--- config.mk ---
export PLATFORM = sky130hd
export DESIGN_NAME = polyline_stitch_resampler
export DESIGN_NICKNAME = d
export VERILOG_FILES = /design/src/rtl/psr_pkg.sv /design/src/rtl/psr_sqdiv.sv /design/src/rtl/polyline_stitch_resampler.sv
export SDC_FILE = /design/constraint.sdc
export NUM_CORES = 2
export LEC_CHECK = 0
export BUFFER_PORTS_ARGS = -buffer_cell sky130_fd_sc_hd__buf_2
export CAP_MARGIN = 10
export CORE_UTILIZATION = 47
export CTS_BUF_LIST = sky130_fd_sc_hd__clkbuf_8
export DETAILED_ROUTE_END_ITERATION = 10
export SETUP_SLACK_MARGIN = 0.5
export SLEW_MARGIN = 15
export SYNTH_ARGS = -nofsm -noshare
export SYNTH_HDL_FRONTEND = slang
export SYNTH_SLANG_ARGS = --single-unit
--- constraint.sdc ---
create_clock -name clk -period 11.2 [get_ports clk]
set_input_delay 0.56 -clock clk [delete_from_list [all_inputs] [get_ports clk]]
set_output_delay 0.56 -clock clk [all_outputs]
set_load 0.01 [all_outputs]
--- src/rtl/psr_pkg.sv ---
`timescale 1ns / 1ps
// types and constants of the polyline stitch resampler
// used by psr_sqdiv and polyline_stitch_resampler

package psr_pkg;

    localparam int COORD_W  = 20;
    localparam int DIFF_W   = 21;
    localparam int LEN_W    = 13;
    localparam int L2_W     = 42;
    localparam int KS_W     = 19;
    localparam int LEN_FRAC = 10;
    localparam int RAD_W    = 62;
    localparam int ROOT_W   = 31;
    localparam int REM_W    = 33;
    localparam int RES_W    = 32;
    localparam int STEP_W   = 5;

    localparam logic [LEN_W-1:0] STITCH_LEN_RST = 13'd768;
    localparam logic signed [COORD_W-1:0] COORD_MAX = 20'sd524287;
    localparam logic signed [COORD_W-1:0] COORD_MIN = -20'sd524288;

    typedef struct packed {
        logic signed [COORD_W-1:0] vertex_x;
        logic signed [COORD_W-1:0] vertex_y;
        logic                      last_vertex;
    } vertex_t;

    typedef struct packed {
        logic signed [COORD_W-1:0] stitch_x;
        logic signed [COORD_W-1:0] stitch_y;
        logic                      run_end;
        logic                      truncated;
    } stitch_t;

    typedef enum logic {
        SD_SQRT = 1'b0,
        SD_DIV  = 1'b1
    } sd_op_t;

    typedef struct packed {
        logic   start;
        sd_op_t op;
    } sd_cmd_t;

endpackage

--- src/rtl/psr_sqdiv.sv ---
`timescale 1ns / 1ps
// shared iterative unit: integer square root, two bits a cycle, or
// restoring division, one quotient bit a cycle; depends on psr_pkg

module psr_sqdiv #(
    parameter int QW = 23,
    parameter int NW = 53
) (
    input  logic                          clk,
    input  logic                          rst_n,
    input  psr_pkg::sd_cmd_t              cmd,
    input  logic [psr_pkg::RAD_W-1:0]     radicand,
    input  logic [NW-1:0]                 numer,
    input  logic [psr_pkg::ROOT_W-1:0]    denom,
    output logic                          done,
    output logic [psr_pkg::RES_W-1:0]     result
);

    logic                          busy_reg, busy_next;
    logic                          done_reg, done_next;
    psr_pkg::sd_op_t               op_reg, op_next;
    logic [psr_pkg::STEP_W-1:0]    cnt_reg, cnt_next;
    logic [psr_pkg::REM_W-1:0]     rem_reg, rem_next;
    logic [psr_pkg::RES_W-1:0]     res_reg, res_next;
    logic [psr_pkg::RAD_W-1:0]     sh_reg, sh_next;
    logic [psr_pkg::ROOT_W-1:0]    den_reg, den_next;

    logic [psr_pkg::REM_W+1:0]     r2, trial;
    logic [psr_pkg::REM_W:0]       r1, den_ext;

    always_comb
    begin
        busy_next = busy_reg;
        done_next = 1'b0;
        op_next   = op_reg;
        cnt_next  = cnt_reg;
        rem_next  = rem_reg;
        res_next  = res_reg;
        sh_next   = sh_reg;
        den_next  = den_reg;
        r2        = {rem_reg, sh_reg[psr_pkg::RAD_W-1 -: 2]};
        trial     = {2'b00, res_reg[psr_pkg::ROOT_W-1:0], 2'b01};
        r1        = {rem_reg, sh_reg[psr_pkg::RAD_W-1]};
        den_ext   = {{(psr_pkg::REM_W + 1 - psr_pkg::ROOT_W){1'b0}}, den_reg};
        if (cmd.start)
        begin
            busy_next = 1'b1;
            op_next   = cmd.op;
            res_next  = '0;
            den_next  = denom;
            if (cmd.op == psr_pkg::SD_SQRT)
            begin
                rem_next = '0;
                sh_next  = radicand;
                cnt_next = psr_pkg::STEP_W'(psr_pkg::ROOT_W);
            end
            else
            begin
                rem_next = psr_pkg::REM_W'(numer[NW-1:QW]);
                sh_next  = {numer[QW-1:0], {(psr_pkg::RAD_W - QW){1'b0}}};
                cnt_next = psr_pkg::STEP_W'(QW);
            end
        end
        else if (busy_reg)
        begin
            if (op_reg == psr_pkg::SD_SQRT)
            begin
                sh_next = {sh_reg[psr_pkg::RAD_W-3:0], 2'b00};
                if (r2 >= trial)
                begin
                    rem_next = psr_pkg::REM_W'(r2 - trial);
                    res_next = {res_reg[psr_pkg::RES_W-2:0], 1'b1};
                end
                else
                begin
                    rem_next = psr_pkg::REM_W'(r2);
                    res_next = {res_reg[psr_pkg::RES_W-2:0], 1'b0};
                end
            end
            else
            begin
                sh_next = {sh_reg[psr_pkg::RAD_W-2:0], 1'b0};
                if (r1 >= den_ext)
                begin
                    rem_next = psr_pkg::REM_W'(r1 - den_ext);
                    res_next = {res_reg[psr_pkg::RES_W-2:0], 1'b1};
                end
                else
                begin
                    rem_next = psr_pkg::REM_W'(r1);
                    res_next = {res_reg[psr_pkg::RES_W-2:0], 1'b0};
                end
            end
            cnt_next = cnt_reg - 1'b1;
            if (cnt_reg == psr_pkg::STEP_W'(1))
            begin
                busy_next = 1'b0;
                done_next = 1'b1;
            end
        end
    end

    always_ff @(posedge clk or negedge rst_n)
    begin
        if (!rst_n)
        begin
            busy_reg <= 1'b0;
            done_reg <= 1'b0;
            op_reg   <= psr_pkg::SD_SQRT;
            cnt_reg  <= '0;
        end
        else
        begin
            busy_reg <= busy_next;
            done_reg <= done_next;
            op_reg   <= op_next;
            cnt_reg  <= cnt_next;
        end
    end

    always_ff @(posedge clk)
    begin
        rem_reg <= rem_next;
        res_reg <= res_next;
        sh_reg  <= sh_next;
        den_reg <= den_next;
    end

    assign done   = done_reg;
    assign result = res_reg;

    a_done_after_busy: assert property (@(posedge clk) disable iff (!rst_n)
        done_reg |-> $past(busy_reg))
        else $error("done without a running operation");

    a_no_restart: assert property (@(posedge clk) disable iff (!rst_n)
        busy_reg |-> !cmd.start)
        else $error("start while busy");

    a_cnt_live: assert property (@(posedge clk) disable iff (!rst_n)
        busy_reg |-> cnt_reg != '0)
        else $error("busy with zero step count");

endmodule

--- src/rtl/polyline_stitch_resampler.sv ---
`timescale 1ns / 1ps
// polyline stitch resampler top: sequencer, shared multiplier, output register
// depends on psr_pkg and psr_sqdiv
//
//   channel   direction  handshake               payload
//   vertex    in         vertex_valid/stall      psr_pkg::vertex_t
//   stitch    out        stitch_valid/stall      psr_pkg::stitch_t
//   cfg       in         cfg_we                  cfg_data (stitch length)
//
// an item is accepted, then the two squares and the count loop (one multiply-compare
// per step) run, and the start vertex is sent; if any point falls inside the segment,
// the root and the two quotients follow in the shared unit, then the points one by one,
// and one more output for an end vertex.
// reset clears the held vertex and sets the stitch length to 768.
// a stalled stitch output holds the sequencer; vertex_stall is high while busy.

module polyline_stitch_resampler #(
    parameter int MAX_STEPS = 62,
    parameter int FRAC_BITS = 8
) (
    input  logic                             clk,
    input  logic                             rst_n,
    input  logic                             vertex_valid,
    output logic                             vertex_stall,
    input  psr_pkg::vertex_t                 vertex,
    output logic                             stitch_valid,
    input  logic                             stitch_stall,
    output psr_pkg::stitch_t                 stitch,
    input  logic                             cfg_we,
    input  logic [psr_pkg::LEN_W-1:0]        cfg_data
);

    localparam int CW    = $clog2(MAX_STEPS + 1);
    localparam int QW    = FRAC_BITS + 15;
    localparam int NW    = FRAC_BITS + 45;
    localparam int ACC_W = FRAC_BITS + 24;
    localparam int R_W   = ACC_W - FRAC_BITS;
    localparam logic [ACC_W-1:0] HALF = ACC_W'((1 << FRAC_BITS) >> 1);

    typedef enum logic [3:0] {
        S_IDLE, S_SQX, S_SQY, S_CNT, S_START, S_SQRT, S_SQRT_WAIT,
        S_NUMX, S_DIVX_WAIT, S_NUMY, S_DIVY_WAIT, S_PTS, S_END
    } state_t;

    state_t state_reg, state_next;

    logic [psr_pkg::LEN_W-1:0]           slen_reg, slen_next;
    logic                                have_prev_reg, have_prev_next;
    logic signed [psr_pkg::COORD_W-1:0]  prev_x_reg, prev_x_next, prev_y_reg, prev_y_next;
    logic signed [psr_pkg::COORD_W-1:0]  cur_x_reg, cur_x_next, cur_y_reg, cur_y_next;
    logic                                last_reg, last_next;
    logic signed [psr_pkg::DIFF_W-1:0]   dx_reg, dx_next, dy_reg, dy_next;
    logic [psr_pkg::L2_W-1:0]            l2_reg, l2_next;
    logic [psr_pkg::KS_W-1:0]            ks_reg, ks_next;
    logic [CW-1:0]                       count_reg, count_next, k_reg, k_next;
    logic                                trunc_reg, trunc_next;
    logic [psr_pkg::ROOT_W-1:0]          lq_reg, lq_next;
    logic signed [QW:0]                  jx_reg, jx_next, jy_reg, jy_next;
    logic signed [ACC_W-1:0]             ax_reg, ax_next, ay_reg, ay_next;
    psr_pkg::stitch_t                    out_reg, out_next;
    logic                                out_valid_reg, out_valid_next;

    logic [psr_pkg::DIFF_W-1:0]          mag_x, mag_y, mul_a, mul_b;
    logic [psr_pkg::L2_W-1:0]            prod;
    logic [NW-1:0]                       numer;
    psr_pkg::sd_cmd_t                    sd_cmd;
    logic                                sd_done;
    logic [psr_pkg::RES_W-1:0]           sd_res;
    logic                                out_free;
    logic signed [ACC_W-1:0]             vx_sum, vy_sum;
    logic signed [R_W-1:0]               rx, ry;
    logic signed [psr_pkg::COORD_W-1:0]  px, py;
    logic signed [QW:0]                  q_pos;

    assign mag_x = dx_reg[psr_pkg::DIFF_W-1] ? psr_pkg::DIFF_W'(-dx_reg)
                                             : psr_pkg::DIFF_W'(dx_reg);
    assign mag_y = dy_reg[psr_pkg::DIFF_W-1] ? psr_pkg::DIFF_W'(-dy_reg)
                                             : psr_pkg::DIFF_W'(dy_reg);

    // one multiplier, operands picked by state
    always_comb
    begin
        mul_a = '0;
        mul_b = '0;
        unique case (state_reg)
            S_SQX:   begin mul_a = mag_x; mul_b = mag_x; end
            S_SQY:   begin mul_a = mag_y; mul_b = mag_y; end
            S_CNT:   begin
                         mul_a = psr_pkg::DIFF_W'(ks_reg);
                         mul_b = psr_pkg::DIFF_W'(ks_reg);
                     end
            S_NUMX:  begin mul_a = mag_x; mul_b = psr_pkg::DIFF_W'(slen_reg); end
            S_NUMY:  begin mul_a = mag_y; mul_b = psr_pkg::DIFF_W'(slen_reg); end
            default: begin mul_a = '0; mul_b = '0; end
        endcase
    end

    assign prod  = mul_a * mul_b;
    assign numer = NW'({prod[33:0], {(FRAC_BITS + psr_pkg::LEN_FRAC){1'b0}}})
                 + NW'(lq_reg >> 1);

    assign sd_cmd.start = (state_reg == S_SQRT) || (state_reg == S_NUMX)
                       || (state_reg == S_NUMY);
    assign sd_cmd.op    = (state_reg == S_SQRT) ? psr_pkg::SD_SQRT : psr_pkg::SD_DIV;

    psr_sqdiv #(.QW(QW), .NW(NW)) u_sqdiv (
        .clk      (clk),
        .rst_n    (rst_n),
        .cmd      (sd_cmd),
        .radicand ({l2_reg, {(2 * psr_pkg::LEN_FRAC){1'b0}}}),
        .numer    (numer),
        .denom    (lq_reg),
        .done     (sd_done),
        .result   (sd_res)
    );

    assign q_pos = (QW + 1)'(sd_res[QW-1:0]);

    // round half up, then clamp to the coordinate range
    always_comb
    begin
        vx_sum = ax_reg + $signed(HALF);
        vy_sum = ay_reg + $signed(HALF);
        rx = R_W'(vx_sum >>> FRAC_BITS);
        ry = R_W'(vy_sum >>> FRAC_BITS);
        if (rx > R_W'(psr_pkg::COORD_MAX))
            px = psr_pkg::COORD_MAX;
        else if (rx < R_W'(psr_pkg::COORD_MIN))
            px = psr_pkg::COORD_MIN;
        else
            px = psr_pkg::COORD_W'(rx);
        if (ry > R_W'(psr_pkg::COORD_MAX))
            py = psr_pkg::COORD_MAX;
        else if (ry < R_W'(psr_pkg::COORD_MIN))
            py = psr_pkg::COORD_MIN;
        else
            py = psr_pkg::COORD_W'(ry);
    end

    assign out_free = !out_valid_reg || !stitch_stall;

    always_comb
    begin
        state_next     = state_reg;
        slen_next      = slen_reg;
        have_prev_next = have_prev_reg;
        prev_x_next    = prev_x_reg;
        prev_y_next    = prev_y_reg;
        cur_x_next     = cur_x_reg;
        cur_y_next     = cur_y_reg;
        last_next      = last_reg;
        dx_next        = dx_reg;
        dy_next        = dy_reg;
        l2_next        = l2_reg;
        ks_next        = ks_reg;
        count_next     = count_reg;
        k_next         = k_reg;
        trunc_next     = trunc_reg;
        lq_next        = lq_reg;
        jx_next        = jx_reg;
        jy_next        = jy_reg;
        ax_next        = ax_reg;
        ay_next        = ay_reg;
        out_next       = out_reg;
        out_valid_next = out_valid_reg && stitch_stall;

        if (cfg_we && cfg_data != '0)
            slen_next = cfg_data;

        unique case (state_reg)
            S_IDLE:
            begin
                if (vertex_valid)
                begin
                    cur_x_next = vertex.vertex_x;
                    cur_y_next = vertex.vertex_y;
                    last_next  = vertex.last_vertex;
                    dx_next    = psr_pkg::DIFF_W'(vertex.vertex_x) - psr_pkg::DIFF_W'(prev_x_reg);
                    dy_next    = psr_pkg::DIFF_W'(vertex.vertex_y) - psr_pkg::DIFF_W'(prev_y_reg);
                    trunc_next = 1'b0;
                    count_next = '0;
                    if (have_prev_reg)
                        state_next = S_SQX;
                    else if (vertex.last_vertex)
                        state_next = S_END;
                    else
                    begin
                        prev_x_next    = vertex.vertex_x;
                        prev_y_next    = vertex.vertex_y;
                        have_prev_next = 1'b1;
                    end
                end
            end
            S_SQX:
            begin
                l2_next    = prod;
                state_next = S_SQY;
            end
            S_SQY:
            begin
                l2_next    = l2_reg + prod;
                ks_next    = psr_pkg::KS_W'(slen_reg);
                state_next = S_CNT;
            end
            S_CNT:
            begin
                // ks holds (count+1) times the stitch length
                if (count_reg == CW'(MAX_STEPS))
                begin
                    trunc_next = prod < l2_reg;
                    state_next = S_START;
                end
                else if (prod < l2_reg)
                begin
                    count_next = count_reg + 1'b1;
                    ks_next    = ks_reg + psr_pkg::KS_W'(slen_reg);
                end
                else
                    state_next = S_START;
            end
            S_START:
            begin
                if (out_free)
                begin
                    out_next.stitch_x  = prev_x_reg;
                    out_next.stitch_y  = prev_y_reg;
                    out_next.run_end   = !last_reg && count_reg == '0;
                    out_next.truncated = trunc_reg;
                    out_valid_next     = 1'b1;
                    if (count_reg != '0)
                        state_next = S_SQRT;
                    else if (last_reg)
                        state_next = S_END;
                    else
                    begin
                        prev_x_next = cur_x_reg;
                        prev_y_next = cur_y_reg;
                        state_next  = S_IDLE;
                    end
                end
            end
            S_SQRT:
                state_next = S_SQRT_WAIT;
            S_SQRT_WAIT:
            begin
                if (sd_done)
                begin
                    lq_next    = sd_res[psr_pkg::ROOT_W-1:0];
                    state_next = S_NUMX;
                end
            end
            S_NUMX:
                state_next = S_DIVX_WAIT;
            S_DIVX_WAIT:
            begin
                if (sd_done)
                begin
                    jx_next    = dx_reg[psr_pkg::DIFF_W-1] ? -q_pos : q_pos;
                    state_next = S_NUMY;
                end
            end
            S_NUMY:
                state_next = S_DIVY_WAIT;
            S_DIVY_WAIT:
            begin
                if (sd_done)
                begin
                    jy_next    = dy_reg[psr_pkg::DIFF_W-1] ? -q_pos : q_pos;
                    ax_next    = (ACC_W'(prev_x_reg) <<< FRAC_BITS) + ACC_W'(jx_reg);
                    ay_next    = (ACC_W'(prev_y_reg) <<< FRAC_BITS)
                               + ACC_W'(dy_reg[psr_pkg::DIFF_W-1] ? -q_pos : q_pos);
                    k_next     = CW'(1);
                    state_next = S_PTS;
                end
            end
            S_PTS:
            begin
                if (out_free)
                begin
                    out_next.stitch_x  = px;
                    out_next.stitch_y  = py;
                    out_next.run_end   = !last_reg && k_reg == count_reg;
                    out_next.truncated = trunc_reg;
                    out_valid_next     = 1'b1;
                    ax_next            = ax_reg + ACC_W'(jx_reg);
                    ay_next            = ay_reg + ACC_W'(jy_reg);
                    k_next             = k_reg + 1'b1;
                    if (k_reg == count_reg)
                    begin
                        if (last_reg)
                            state_next = S_END;
                        else
                        begin
                            prev_x_next = cur_x_reg;
                            prev_y_next = cur_y_reg;
                            state_next  = S_IDLE;
                        end
                    end
                end
            end
            S_END:
            begin
                if (out_free)
                begin
                    out_next.stitch_x  = cur_x_reg;
                    out_next.stitch_y  = cur_y_reg;
                    out_next.run_end   = 1'b1;
                    out_next.truncated = trunc_reg;
                    out_valid_next     = 1'b1;
                    have_prev_next     = 1'b0;
                    prev_x_next        = '0;
                    prev_y_next        = '0;
                    state_next         = S_IDLE;
                end
            end
            default:
                state_next = S_IDLE;
        endcase
    end

    always_ff @(posedge clk or negedge rst_n)
    begin
        if (!rst_n)
        begin
            state_reg     <= S_IDLE;
            slen_reg      <= psr_pkg::STITCH_LEN_RST;
            have_prev_reg <= 1'b0;
            prev_x_reg    <= '0;
            prev_y_reg    <= '0;
            out_valid_reg <= 1'b0;
            count_reg     <= '0;
            k_reg         <= '0;
            trunc_reg     <= 1'b0;
        end
        else
        begin
            state_reg     <= state_next;
            slen_reg      <= slen_next;
            have_prev_reg <= have_prev_next;
            prev_x_reg    <= prev_x_next;
            prev_y_reg    <= prev_y_next;
            out_valid_reg <= out_valid_next;
            count_reg     <= count_next;
            k_reg         <= k_next;
            trunc_reg     <= trunc_next;
        end
    end

    always_ff @(posedge clk)
    begin
        cur_x_reg <= cur_x_next;
        cur_y_reg <= cur_y_next;
        last_reg  <= last_next;
        dx_reg    <= dx_next;
        dy_reg    <= dy_next;
        l2_reg    <= l2_next;
        ks_reg    <= ks_next;
        lq_reg    <= lq_next;
        jx_reg    <= jx_next;
        jy_reg    <= jy_next;
        ax_reg    <= ax_next;
        ay_reg    <= ay_next;
        out_reg   <= out_next;
    end

    assign vertex_stall = state_reg != S_IDLE;
    assign stitch_valid = out_valid_reg;
    assign stitch       = out_reg;

    a_count_bound: assert property (@(posedge clk) disable iff (!rst_n)
        count_reg <= CW'(MAX_STEPS))
        else $error("point count above limit");

    a_trunc_full: assert property (@(posedge clk) disable iff (!rst_n)
        trunc_reg |-> count_reg == CW'(MAX_STEPS))
        else $error("truncated without a full count");

    a_k_range: assert property (@(posedge clk) disable iff (!rst_n)
        state_reg == S_PTS |-> (k_reg != '0 && k_reg <= count_reg))
        else $error("point index out of range");

    a_done_waiting: assert property (@(posedge clk) disable iff (!rst_n)
        sd_done |-> (state_reg == S_SQRT_WAIT || state_reg == S_DIVX_WAIT
                     || state_reg == S_DIVY_WAIT))
        else $error("unit finished while not awaited");

endmodule
==> metrics <==
Avg WL per Cell 21.7 um; Overall Global Routing Usage 29.3%; post-route design area 62600 um2; routability cong. 0.959; Worst Clk Skew 0.0836 ns; crit path time final 10.83 ns; Placement Cell Area 58500 um2; hpwl dp 134000 um; Yosys cell types 116; H-tree depth 3; die area 117000 um2; Post-Syn Area 54500 um2; register bit total from synthesis 546; # port buffers 102; final WL 173000 um; TNS Setup 0 ns; critical path peak fanout 4; Root Driver clkbuf_8; post-synthesis sequential area ratio 28.8%; Crit Path Category reg -> reg; TritonCTS clock tree done; starting density of the core 47.5%; area delta synth->final 14.9%; Die Y 343 um; outcome completed; CP max stage delay 0.57 ns; FP Rows 124; worst min path class in -> reg; Slew Viols, Final 0; clk slew on worst S/H paths 0.06 ns; hold_ws 0.0637 ns; Skew-Pair Late Insertion Delay 0.79 ns; antenna violations before repair 4; share of cells above drive strength 1 13.6%; cell mode on critical path fa_1; RSZ-0062 raised after global routing yes; Die Wd 343 um; Slowest cell on crit path fa_1; Mapped Cells 6027; clk buf depth 3; Top Ports 103; Yosys warnings 0; relative slew slack 23.4%; period utilization 96.7%; DRC errors left 0; final count of negative-setup-slack endpoints 0; Antenna Violating Nets Remaining 0; Post-synth EDFFs 435; Final Util 54.6%; CP Capture Type flop; CTS Sinks 546; first-pass GRT wire length 265000 um; maxcap violations 0; cts bufs inserted 100; number of global-route vias before repair 45019; WP buf/inv 7; worst-margin pin slew 1.15 ns; remaining global-route overflow 0; fraction of registers with async set or reset after synthesis 14.7%; Fin. Hold Viols 0; Initial DRT Pass Iterations 6; ys flop type edfxtp_1; Worst setup SP type flop; fmax 92.4 MHz; Via density 5.77; Core Region 115000 um2; Required @ worst endpoint 11.66 ns; final net count 7289; family with the most delay on the worst path adder cells; largest net degree at the start of global routing 97; vias 46071; WP data arrival 11.29 ns; Mean Syn Cell Area 9.04 um2; Starting DRT DRC Count 3707
## layout make-up
| cell class | instances | area, um2 |
|---|---|---|
| diodes | 1 | 2.50 |
| clock buffers | 117 | 1610 |
| clock inverters | 72 | 558 |
| fillers | 10358 | 52000 |
| inverters | 736 | 2770 |
| multi-input cells | 4516 | 36400 |
| flip-flops and latches | 546 | 15700 |
| well taps | 1512 | 1890 |
| repair buffers | 482 | 3680 |
## through the flow
stage / instances / setup WS, ns
final: 7982 / 0.373
after global placement: 7692 / 0.0586
after floorplan: 6037 / 0.507
after CTS: 7951 / 0.345
after detailed placement: 7692 / -0.123
after global routing: 7982 / 0.0202
## kinds of logic after synthesis
group | synth area share [%]
and+or+nand+nor | 14.7
AOI/OAI and AO/OA | 16.4
buffers and inverters | 6.86
adders and majority gates | 24.5
DFF | 28.8
xor gates and xnor gates | 6.66
muxes | 2.13
other | 0.0138
## metal layers
layer | up-vias | wire length, um | global-route usage (%)
met5 | - | 3 | 0
met4 | 2 | 5860 | 10.1
met3 | 301 | 11100 | 3.87
met2 | 1511 | 80300 | 47.6
met1 | 22728 | 75500 | 40.1
li1 | 21529 | - | -
## Yosys cell counts, drive strengths merged, types with 60 or more instances
cell type	n	area (um2)
nand3	88	445
inv	735	2760
nand2b	60	375
a22oi	102	766
ha	480	6010
o21ai	322	1610
xor2	161	1410
mux2i	91	911
fa	368	7370
a21oi	386	1940
nand2	660	2480
clkbuf	213	841
xnor2	252	2220
dfrtp	78	1950
o31ai	67	527
nor2	499	1870
nor3	84	437
or3	64	415
a21o	92	693
edfxtp	435	13100
and2	75	472
## worst reg2reg max path: cells and delay by family, from the launching register on
| kind | cells | cell delay, ns |
|---|---|---|
| AOI/OAI and AO/OA | 18 | 3.20 |
| and+or+nand+nor | 5 | 1.80 |
| DFF | 1 | 0.38 |
| xor gates and xnor gates | 2 | 0.29 |
| adders and majority gates | 9 | 3.96 |
| buffers and inverters | 7 | 0.61 |
| muxes | 1 | 0.26 |
## cell usage in the layout (no fill, tap or decap), types with 57 or more instances in the layout
master / count
buf_4: 320
nor3_1: 81
xnor2_1: 240
and2_1: 70
xor2_1: 154
inv_1: 746
a21o_1: 90
fa_1: 361
nor2_1: 477
edfxtp_1: 435
buf_2: 101
nand2_1: 650
a22oi_1: 102
a21oi_1: 359
o31ai_1: 57
ha_1: 462
clkbuf_8: 117
nand2b_1: 58
o21ai_0: 297
nand3_1: 84
dfrtp_1: 76
mux2i_1: 91
## worst paths after layout
check | startpoint | cells after the start | endpoint | slack, ns
max | dy_reg[3] | 42 | l2_reg[38] | 0.37
max in group asynchronous | rst_n | 3 | u_sqdiv.op_reg | 9.75
min in group asynchronous | rst_n | 2 | prev_y_reg[10] | 0.31
max reg2reg | dy_reg[3] | 42 | l2_reg[38] | 0.37
min | cfg_data[2] | 2 | slen_reg[2] | 0.06
min reg2reg | lq_reg[0] | 0 | u_sqdiv.den_reg[0] | 0.41
## repair_timing
action / CTS / global route
gates resized for setup: 116 / 108
pin swaps: 99 / 67
gates cloned: 3 / 0
hold endpoints to repair: 61 / 0
hold buffers: 30 / 0
setup endpoints to repair: 41 / 44
buffers inserted: 37 / 30
Power is left out: the tool's default activity adds up to more than one toggle a clock period on the data nets, which glitch-free logic cannot reach.
